--- src/rtl/core/mmss_pkg.sv ---
`default_nettype none
package mmss_pkg;

  localparam int unsigned POS_W   = 30;
  localparam int unsigned COUNT_W = 11;

  localparam logic [POS_W-1:0]   SEARCH_TOP  = POS_W'(1000000000);
  localparam logic [COUNT_W-1:0] PLACE_RESET = COUNT_W'(2);

  typedef enum logic [2:0] {
    ST_LOAD,
    ST_SHIFT,
    ST_SEARCH,
    ST_PASS
  } state_t;

endpackage
`default_nettype wire

--- src/rtl/core/mmss_greedy.sv ---
`default_nettype none
// Greedy feasibility pass: one stall per cycle, compared against the last
// placed stall with a single subtract-and-compare.
module mmss_greedy
  import mmss_pkg::*;
(
  input  wire logic             clk,
  input  wire logic             rst_n,
  input  wire logic             start,
  input  wire logic [POS_W-1:0] gap,
  input  wire logic [COUNT_W-1:0] need_init,
  input  wire logic             elem_valid,
  input  wire logic [POS_W-1:0] elem,
  output logic                  busy,
  output logic                  done,
  output logic                  fits
);

  logic               active_r, active_nxt;
  logic               placed_r, placed_nxt;
  logic [POS_W-1:0]   prev_r, prev_nxt;
  logic [COUNT_W-1:0] need_r, need_nxt;
  logic               done_r, done_nxt;
  logic               fits_r, fits_nxt;
  logic [POS_W-1:0]   diff;
  logic               take;

  assign diff = elem - prev_r;
  assign take = !placed_r || (diff >= gap);

  // Advance one stall per cycle; stop on success, at end of store, or at once when no stall is needed
  always_comb begin
    active_nxt = active_r;
    placed_nxt = placed_r;
    prev_nxt   = prev_r;
    need_nxt   = need_r;
    done_nxt   = 1'b0;
    fits_nxt   = fits_r;
    if (start) begin
      placed_nxt = 1'b0;
      need_nxt   = need_init;
      fits_nxt   = 1'b0;
      if (need_init == '0) begin
        active_nxt = 1'b0;
        done_nxt   = 1'b1;
      end else begin
        active_nxt = 1'b1;
      end
    end else if (active_r) begin
      if (!elem_valid) begin
        active_nxt = 1'b0;
        done_nxt   = 1'b1;
      end else if (take) begin
        placed_nxt = 1'b1;
        prev_nxt   = elem;
        need_nxt   = need_r - COUNT_W'(1);
        if (need_r == COUNT_W'(1)) begin
          active_nxt = 1'b0;
          done_nxt   = 1'b1;
          fits_nxt   = 1'b1;
        end
      end
    end
  end

  always_ff @(posedge clk) begin
    if (!rst_n) begin
      active_r <= 1'b0;
      done_r   <= 1'b0;
      fits_r   <= 1'b0;
    end else begin
      active_r <= active_nxt;
      done_r   <= done_nxt;
      fits_r   <= fits_nxt;
    end
    placed_r <= placed_nxt;
    prev_r   <= prev_nxt;
    need_r   <= need_nxt;
  end

  assign busy = active_r;
  assign done = done_r;
  assign fits = fits_r;

endmodule
`default_nettype wire

--- config.mk ---
export PLATFORM = sky130hd
export DESIGN_NAME = mmss_greedy
export DESIGN_NICKNAME = d
export VERILOG_FILES = /design/src/rtl/core/mmss_pkg.sv /design/src/rtl/core/mmss_greedy.sv
export SDC_FILE = /design/constraint.sdc
export NUM_CORES = 1
export LEC_CHECK = 0
export BUFFER_PORTS_ARGS = -buffer_cell sky130_fd_sc_hd__buf_2
export CAP_MARGIN = 20
export CORE_ASPECT_RATIO = 0.5
export CORE_MARGIN = 3
export CORE_UTILIZATION = 50
export CTS_CLUSTER_SIZE = 25
export DETAILED_ROUTE_END_ITERATION = 10
export GPL_TIMING_DRIVEN = 1
export PLACE_DENSITY = 0.76
export SYNTH_ARGS = -nofsm -noshare
export SYNTH_HDL_FRONTEND = slang
export SYNTH_SLANG_ARGS = --single-unit
--- constraint.sdc ---
create_clock -name clk -period 5.6 [get_ports clk]
set_input_delay 1.12 -clock clk [delete_from_list [all_inputs] [get_ports clk]]
set_output_delay 1.12 -clock clk [all_outputs]
set_load 0.05 [all_outputs]
# After elaboration in Yosys (flattened, before gate mapping)
# Index checks and enable logic that the tools add are counted.
[word_totals]
elab_cells = 39
input_bits = 75
register_bits = 45
output_inout_bits = 3
[op_classes]
mux = 16
bitwise = 2
reduce_logical = 11
n_addsub = 2
n_eq_ne = 1
n_lt_le_gt_ge = 1
[op_table]
columns = ["cell", "n"]
rows = [
  ["11-bit 2-to-1 mux", 4],
  ["30-bit greater-or-equal comparator", 1],
  ["30-bit subtractor", 1],
  ["1-bit 2-to-1 mux", 12],
  ["11-bit by 1-bit equality test with 1-bit output (second input constant)", 1],
  ["11-bit zero test", 1],
  ["11-bit by 1-bit subtractor with 11-bit output (second input constant)", 1],
  ["4-bit AND reduction", 2],
  ["3-bit AND reduction", 2],
  ["2-bit nonzero test", 3],
  ["1-bit NOT", 2],
  ["2-bit OR reduction", 1],
  ["1-bit zero test", 1],
  ["1-bit logical OR", 1],
]

# Depth between registers and ports, before layout
# Gate-level depths: netlist of the first run.
[depth]
ltp_word = 7
depth_mapped = 17
depth_no_buf = 17

# Worst setup path after synthesis of the first run
# Ideal clock, no wire load.
[synth_path]
path_type = "input port to flip-flop"
startpoint = "input port elem[0]"
endpoint = "register prev_r[0], enable pin"
setup_ns = 0.417
required_time_ns = 5.183
t_arrival_ns = 5.480
cell_stages = 17
slack_ns = -0.297
path_buffers = 0
cell_sequence = "inv_1 ha_1 fa_1 inv_1 a21o_1 a221oi_2 o41ai_4 a31oi_1 o31ai_1 xnor2_1 ha_1 and4_1 nand4_1 nor4_1 o21a_1 o211ai_1 nor2_1"
[synth_between]
elab_chain_len = 4
[synth_rtl]
columns = ["item", "line", "source"]
rows = [
  ["start, declared", "mmss_greedy.sv:13", "input wire logic [POS_W-1:0] elem,"],
  ["30-bit subtractor", "mmss_greedy.sv:28", "assign diff = elem - prev_r;"],
  ["30-bit greater-or-equal comparator", "mmss_greedy.sv:29", "assign take = !placed_r || (diff >= gap);"],
  ["1-bit logical OR", "mmss_greedy.sv:29", ""],
  ["4-bit AND reduction (no source line)", "-", ""],
  ["end signal, assigned", "mmss_greedy.sv:77", "prev_r <= prev_nxt;"],
  ["end, declared", "mmss_greedy.sv:21", "logic [POS_W-1:0] prev_r, prev_nxt;"],
]
# Every way passes these cells.
# A chain may end at the register's enable or synchronous reset.

# Final worst setup path of the first run
[layout_path]
startpoint = "input port elem[0]"
endpoint = "register prev_r[18], enable pin"
# Same word-level chain as after synthesis.

==> reports/results.ini, run 1 <==
[synth]
syn_area_mm2 = 0.00416
synth-simple-area-share = 0.139
synthCells = 464
syn_avg_cell_area_um2 = 8.97
ys_async_sr_fraction = 0
synth_edf_count = 41
synth_compound_area_frac = 0.199
ys.flop_type = edfxtp_1
synth_fa_ha_area_frac = 0.188
yosysTopAreaCellShare = 0.296
synthXorXnorAreaFrac = 0.0758
syn_nets = 601
synth_area_leaders = edfxtp_1 (30%), ha_1 (18%), inv_1 (6.6%)
yosysUniqueCellTypes = 59
synth_top_family_by_area = compound AO/OA/AOI/OAI gates
synth_area_leader_cell = edfxtp_1
ys_seq_area_frac = 0.315
muxShareOfSynthArea = 0
yosys_register_bits = 45
ys_warn_count = 0

[final_layout]
final_cell_mix = buf_2 (77), inv_1 (73), ha_1 (61)
antenna_cells_inserted = 0
layout_commonest_cell = buf_2
finalNetCount = 677
fill_cells = 639
drive_above_1_share = 0.192
area_growth_syn_to_layout_pct = 15.6

[die]
die_y_um = 70.5
start_util = 0.542
core_area_mm2 = 0.00768
die_w_um = 135
row_count = 22
die_area_mm2 = 0.00952
ioPinCount = 78

[placed_design]
dp_hpwl_um = 7260
gp_congestion = 0.904
io_buffers = 77
dpl_worst_slack_ns = 0.0590

[setup_path]
rr_endpoint = prev_r[18]$_DFFE_PP_
arrival_ns = 5.27
path_buf_inv = 4
cp.depth = 19
critPathMaxFanout = 16
cp_slowest_cell = o41ai_4
worstSetupEndpointType = register
cp.required_ns = 5.57
cp-start-kind = input port
worstSetupPathType = input port to register
path_delay_family = compound AO/OA/AOI/OAI gates
rrSetupSlack_ns = 0.85
r2r_start = prev_r[0]$_DFFE_PP_
cpPeakStageDelay_ns = 0.49
reg2reg_depth = 17
cp_cell_sequence = buf_2, inv_1, ha_1, fa_1, inv_1, a21o_1, a221oi_2, o41ai_4, a31oi_1, o31ai_1, xnor2_1, ha_1, and4_1, nand4_1, nor4_1, o21a_1, o211ai_1, nor2_2, buf_4

[clock_network]
cts_setup_buffers = 0
clkSinkCount = 45
ctsHtreeMaxLevel = 2
clkTransAtPathRegs_ns = 0.06
root_buffer = clkbuf_16
cts_tree = built
clock_path_buffers = 2
cts-buffers-inserted = 5
clock_latency_ns = 0.29

[detailed_routing]
drtIter0Drc = 214
viasPerCell = 5.41
firstDrtPassIters = 4
wirelength_um = 9110
antenna_left = 0
wl_per_cell_um = 14.0
drc = 0
vias = 3510

[worst_hold_path]
hold_class = register to register
hold_path_end = fits$_SDFFE_PP0P_
worstHoldStart = fits$_SDFFE_PP0P_
min_path_cells = 2

[timing]
fin_skew_ns = 0.00653
slew_violations = 0
hold_viol_final = 0
timing.final.setup_violations = 0
setup_ws_ns = 0.301
fin_setup_tns_ns = 0
tightest_slew_ns = 0.654
clock.fmax_mhz = 189
fin_crit_ns = 5.30
rsz0062_at_grt = no
period_share = 0.946
slew_headroom = 0.560
worst_hold_slack_ns = 0.465

[global_route]
grt_pass1_vias = 3273
overflow = 0
antenna_found_initial = 0
grt_pass1_wl_um = 15100
grt_max_degree = 29
grtUsageTotal = 0.194

[power]
p_leak_uw = 0.00226
vdd_drop_max_mv = 0.131
power.density_mw_per_mm2 = 217

[job]
maxCapViolCount = 0

[status]
status = finished clean

synth_stat cells (all sizes together) (2+ instances only):
library cell   n
o211ai         6
edfxtp        41
nand2b         6
or2b           2
o21a           5
nor3b          2
buf            4
nand3          6
nor4           9
inv           73
xnor2         21
a31oi          8
a221oi         2
nand2         35
nor3           8
o41ai          3
ha            61
o31ai          2
xor2          15
nor4b          2
dfxtp          4
nand4          9
clkbuf         7
and3           2
o21ai         29
a211oi         3
a31o           2
a21oi         37
a21o          11
nor2b          6
o21bai         4
nor2          24
worst reg2reg max path, delay by kind of cell (launching register included):
kind                     cells  cell delay (ns)
AO/OA/AOI/OAI                7             1.77
adder cells (fa/ha/maj)      3             0.91
buffers and inverters        2             0.34
XOR/XNOR                     1             0.11
flip-flops                   1             0.40
AND/OR/NAND/NOR              4             0.90
state kept, by name, indices dropped and copies added, names as in the netlist:
signal and flops:
prev_r 30, need_r 11, busy 1, done 1, fits 1, placed_r 1
through the flow:
step	cells	total power (µW)	cell area (µm²)	util
3_3_place_gp	641	695	4640	0.604
3_5_place_dp	641	704	4640	0.604
2_1_floorplan	464	621	4160	-
5_1_grt	649	1110	4810	0.626
4_1_cts	649	1050	4810	0.626
6_report	649	1040	4810	0.626
cell type report:
cell class                 instances  area (µm²)  share of cell area
multi-input combinational        335        2510               0.523
clock buffer                       6         129              0.0268
inverter                          73         274              0.0570
timing repair buffer              80         408              0.0848
tap                              108         135              0.0281
clock inverter                     2        38.8             0.00807
sequential                        45        1310               0.273
kinds of logic after synthesis:
| kind of cell | after synthesis |
|---|---|
| AOI/OAI and AO/OA | 122 |
| xor gates and xnor gates | 36 |
| and+or+nand+nor | 115 |
| DFF | 45 |
| buffers and inverters | 84 |
| adders and majority gates | 62 |
report_power, final:
group / switching (µW) / internal [µW]
logic: 172 / 135
clock network: 129 / 212
registers: 10.1 / 386
per-layer routing:
| metal | up-vias | track usage | wire [µm] |
|---|---|---|---|
| met5 | - | 0 | 0 |
| met4 | 0 | 0.0324 | 46 |
| met3 | 4 | 0.0403 | 501 |
| met2 | 82 | 0.307 | 4020 |
| met1 | 1616 | 0.281 | 4550 |
| li1 | 1808 | - | - |
worst max path at each step:
stage / start / endpoint
2_1_floorplan: elem[0] / prev_r[0]$_DFFE_PP_
3_3_place_gp: elem[0] / need_r[6]$_DFFE_PP_
3_5_place_dp: elem[0] / need_r[6]$_DFFE_PP_
4_1_cts: elem[0] / need_r[6]$_DFFE_PP_
5_1_grt: elem[0] / prev_r[14]$_DFFE_PP_
6_report: elem[0] / prev_r[18]$_DFFE_PP_
what timing repair did:
| item | 4_1_cts | 5_1_grt |
|---|---|---|
| endpoints found under the hold margin | 0 | 0 |
| hold buffers | 0 | 0 |
| setup endpoints to repair | 0 | 11 |
| gates resized for setup | 0 | 1 |
No activity file was read; power rests on OpenSTA's default activity.
==> inputs of run 2 (changes only) <==
--- a/config.mk
+++ b/config.mk
@@ -7,13 +7,15 @@
 export LEC_CHECK = 0
 export BUFFER_PORTS_ARGS = -buffer_cell sky130_fd_sc_hd__buf_2
 export CAP_MARGIN = 20
+export CELL_PAD_IN_SITES_DETAIL_PLACEMENT = 0
+export CELL_PAD_IN_SITES_GLOBAL_PLACEMENT = 1
 export CORE_ASPECT_RATIO = 0.5
 export CORE_MARGIN = 3
-export CORE_UTILIZATION = 50
+export CORE_UTILIZATION = 39
 export CTS_CLUSTER_SIZE = 25
 export DETAILED_ROUTE_END_ITERATION = 10
 export GPL_TIMING_DRIVEN = 1
-export PLACE_DENSITY = 0.76
+export PLACE_DENSITY_LB_ADDON = 0.1
 export SYNTH_ARGS = -nofsm -noshare
 export SYNTH_HDL_FRONTEND = slang
 export SYNTH_SLANG_ARGS = --single-unit
==> run 2 against run 1 <==
Against the previous run: final area grew 0.44%; critical path depth unchanged; sequential share of layout area shrank 0.12 points; sequential cell count unchanged; combinational power is essentially flat; total power shrank 3.4%; global-route usage is 3.2 points lower; routed wire length grew 3.7%; largest power group unchanged; via count fell by 4.7%; fmax increased by 2.3%; register-to-register slack gained 0.13 ns; sequential power hardly changed.
==> reports/results.ini, run 2 (synthesis gave the netlist of run 1 again) <==
[detailed_routing]
viasPerCell = 4.94  ; -8.6%
firstDrtPassIters = 4  ; unchanged
wirelength_um = 9450  ; +3.7%
wl_per_cell_um = 14.0  ; -0.59%
vias = 3345  ; -4.7%
antenna_left = 0  ; unchanged
drtIter0Drc = 135  ; -37%
drc = 0  ; unchanged

[die]
die_area_mm2 = 0.0120  ; +26%
start_util = 0.420  ; -0.122
row_count = 25  ; +14%
die_y_um = 79.0  ; +12%
core_area_mm2 = 0.00992  ; +29%
die_w_um = 152  ; +13%
ioPinCount = 78  ; unchanged

[final_layout]
area_growth_syn_to_layout_pct = 16.1
largest_reg_flops = 30  ; unchanged
final_cell_mix = buf_2 (77), inv_1 (73), ha_1 (61)
largestRegisters = prev_r: 30 flops, need_r: 11 flops
finalNetCount = 678  ; +0.15%
layout_commonest_cell = buf_2
top_register = prev_r
drive_above_1_share = 0.194  ; +0.00149
antenna_cells_inserted = 0  ; unchanged

[timing]
hold_viol_final = 0  ; unchanged
slew_violations = 0  ; unchanged
clock.fmax_mhz = 193  ; +2.3%
rsz0062_at_grt = no
period_share = 0.925  ; -0.0210
slew_headroom = 0.599  ; +0.0392
fin_skew_ns = 0.00737  ; +0.000832 ns
fin_crit_ns = 5.18  ; -0.117 ns
setup_ws_ns = 0.418  ; +0.117 ns
tightest_slew_ns = 0.596  ; -0.0582 ns
timing.final.setup_violations = 0  ; unchanged
fin_setup_tns_ns = 0  ; unchanged

[clock_network]
clock_latency_ns = 0.29  ; about the same
clkSinkCount = 45  ; unchanged
hold_buffers = 0  ; unchanged
clock_path_buffers = 2  ; unchanged
clkTransAtPathRegs_ns = 0.07  ; about the same
cts_tree = built
root_buffer = clkbuf_16
cts-buffers-inserted = 5  ; unchanged
cts_setup_buffers = 0  ; unchanged
ctsResizeCount = 0  ; unchanged
ctsHtreeMaxLevel = 2  ; unchanged

[global_route]
grtUsageTotal = 0.162  ; -0.0321
grt_max_degree = 29  ; unchanged
antenna_found_initial = 0  ; unchanged
overflow = 0  ; unchanged
grt_pass1_vias = 3229  ; -1.3%
grt_pass1_wl_um = 15900  ; +5.2%

[power]
p_leak_uw = 0.00225  ; -0.26%
vdd_drop_max_mv = 0.117  ; -10%
power.density_mw_per_mm2 = 209  ; -3.8%

[placed_design]
dp_hpwl_um = 7780  ; +7.2%
dpl_worst_slack_ns = 0.0608  ; +0.00180 ns
gp_congestion = 0.814  ; -10%
io_buffers = 77  ; unchanged

[setup_path]
cp.required_ns = 5.58  ; about the same
arrival_ns = 5.16  ; -0.11 ns
critPathMaxFanout = 15  ; -1
worstSetupPathType = input port to register
cp-start-kind = input port
worstSetupEndpointType = register

[job]
maxCapViolCount = 0  ; unchanged

[worst_hold_path]
hold_class = register to register

[status]
status = finished clean

## run 2: final cells by class
type / instances / area, µm²
clock buffer: 5 / 125
fill: 1014 / 5090
tap: 135 / 169
timing repair buffer: 81 / 415
clock inverter: 3 / 25.0
inverter: 73 / 274
multi-input combinational: 335 / 2510
sequential: 45 / 1310
## run 2: final timing paths
kind                                     startpoint              endpoint  slack [ns]  cells past startpoint
worst min-delay path              fits$_SDFFE_PP0P_     fits$_SDFFE_PP0P_        0.47                      2
worst max-delay path                        elem[0]  prev_r[21]$_DFFE_PP_        0.42                     19
worst min register to register    fits$_SDFFE_PP0P_     fits$_SDFFE_PP0P_        0.47                      2
worst max register to register  prev_r[0]$_DFFE_PP_  prev_r[21]$_DFFE_PP_        0.98                     17
## run 2: per-layer routing
| layer | vias to the layer above | share of wire | GRT usage |
|---|---|---|---|
| met5 | - | 0 | 0 |
| met4 | 0 | 0.0047 | 0.0314 |
| met3 | 4 | 0.043 | 0.0386 |
| met2 | 64 | 0.38 | 0.222 |
| met1 | 1471 | 0.57 | 0.254 |
| li1 | 1806 | - | - |
## run 2: metrics by stage
step | total power (µW) | instance area, µm² | std cells | utilization | hold WS [ns]
5_1_grt | 1080 | 4830 | 677 | 0.487 | 0.512
4_1_cts | 1020 | 4830 | 677 | 0.487 | 0.474
3_3_place_gp | 707 | 4680 | 669 | 0.472 | 0.466
2_1_floorplan | 621 | 4160 | 464 | - | 0.433
6_report | 1010 | 4830 | 677 | 0.487 | 0.470
3_5_place_dp | 707 | 4680 | 669 | 0.472 | 0.460
## run 2: critical path, cell delays in order
cell	delay [ns]
buf_2	0.08
inv_1	0.03
ha_1	0.21
fa_1	0.40
inv_1	0.07
a21o_1	0.15
a221oi_2	0.11
o41ai_4	0.46
a31oi_1	0.24
o31ai_1	0.34
xnor2_1	0.11
ha_1	0.28
and4_1	0.19
nand4_1	0.13
nor4_1	0.44
o21a_1	0.21
o211ai_1	0.17
nor2_2	0.14
buf_4	0.25
## run 2: power breakdown
group / total (µW) / switching (µW) / internal (µW) / leakage [µW]
clock network: 308 / 140 / 168 / 0.0000704
logic: 304 / 169 / 134 / 0.00177
registers: 396 / 10.3 / 386 / 0.000416
total: 1010 / 320 / 688 / 0.00225
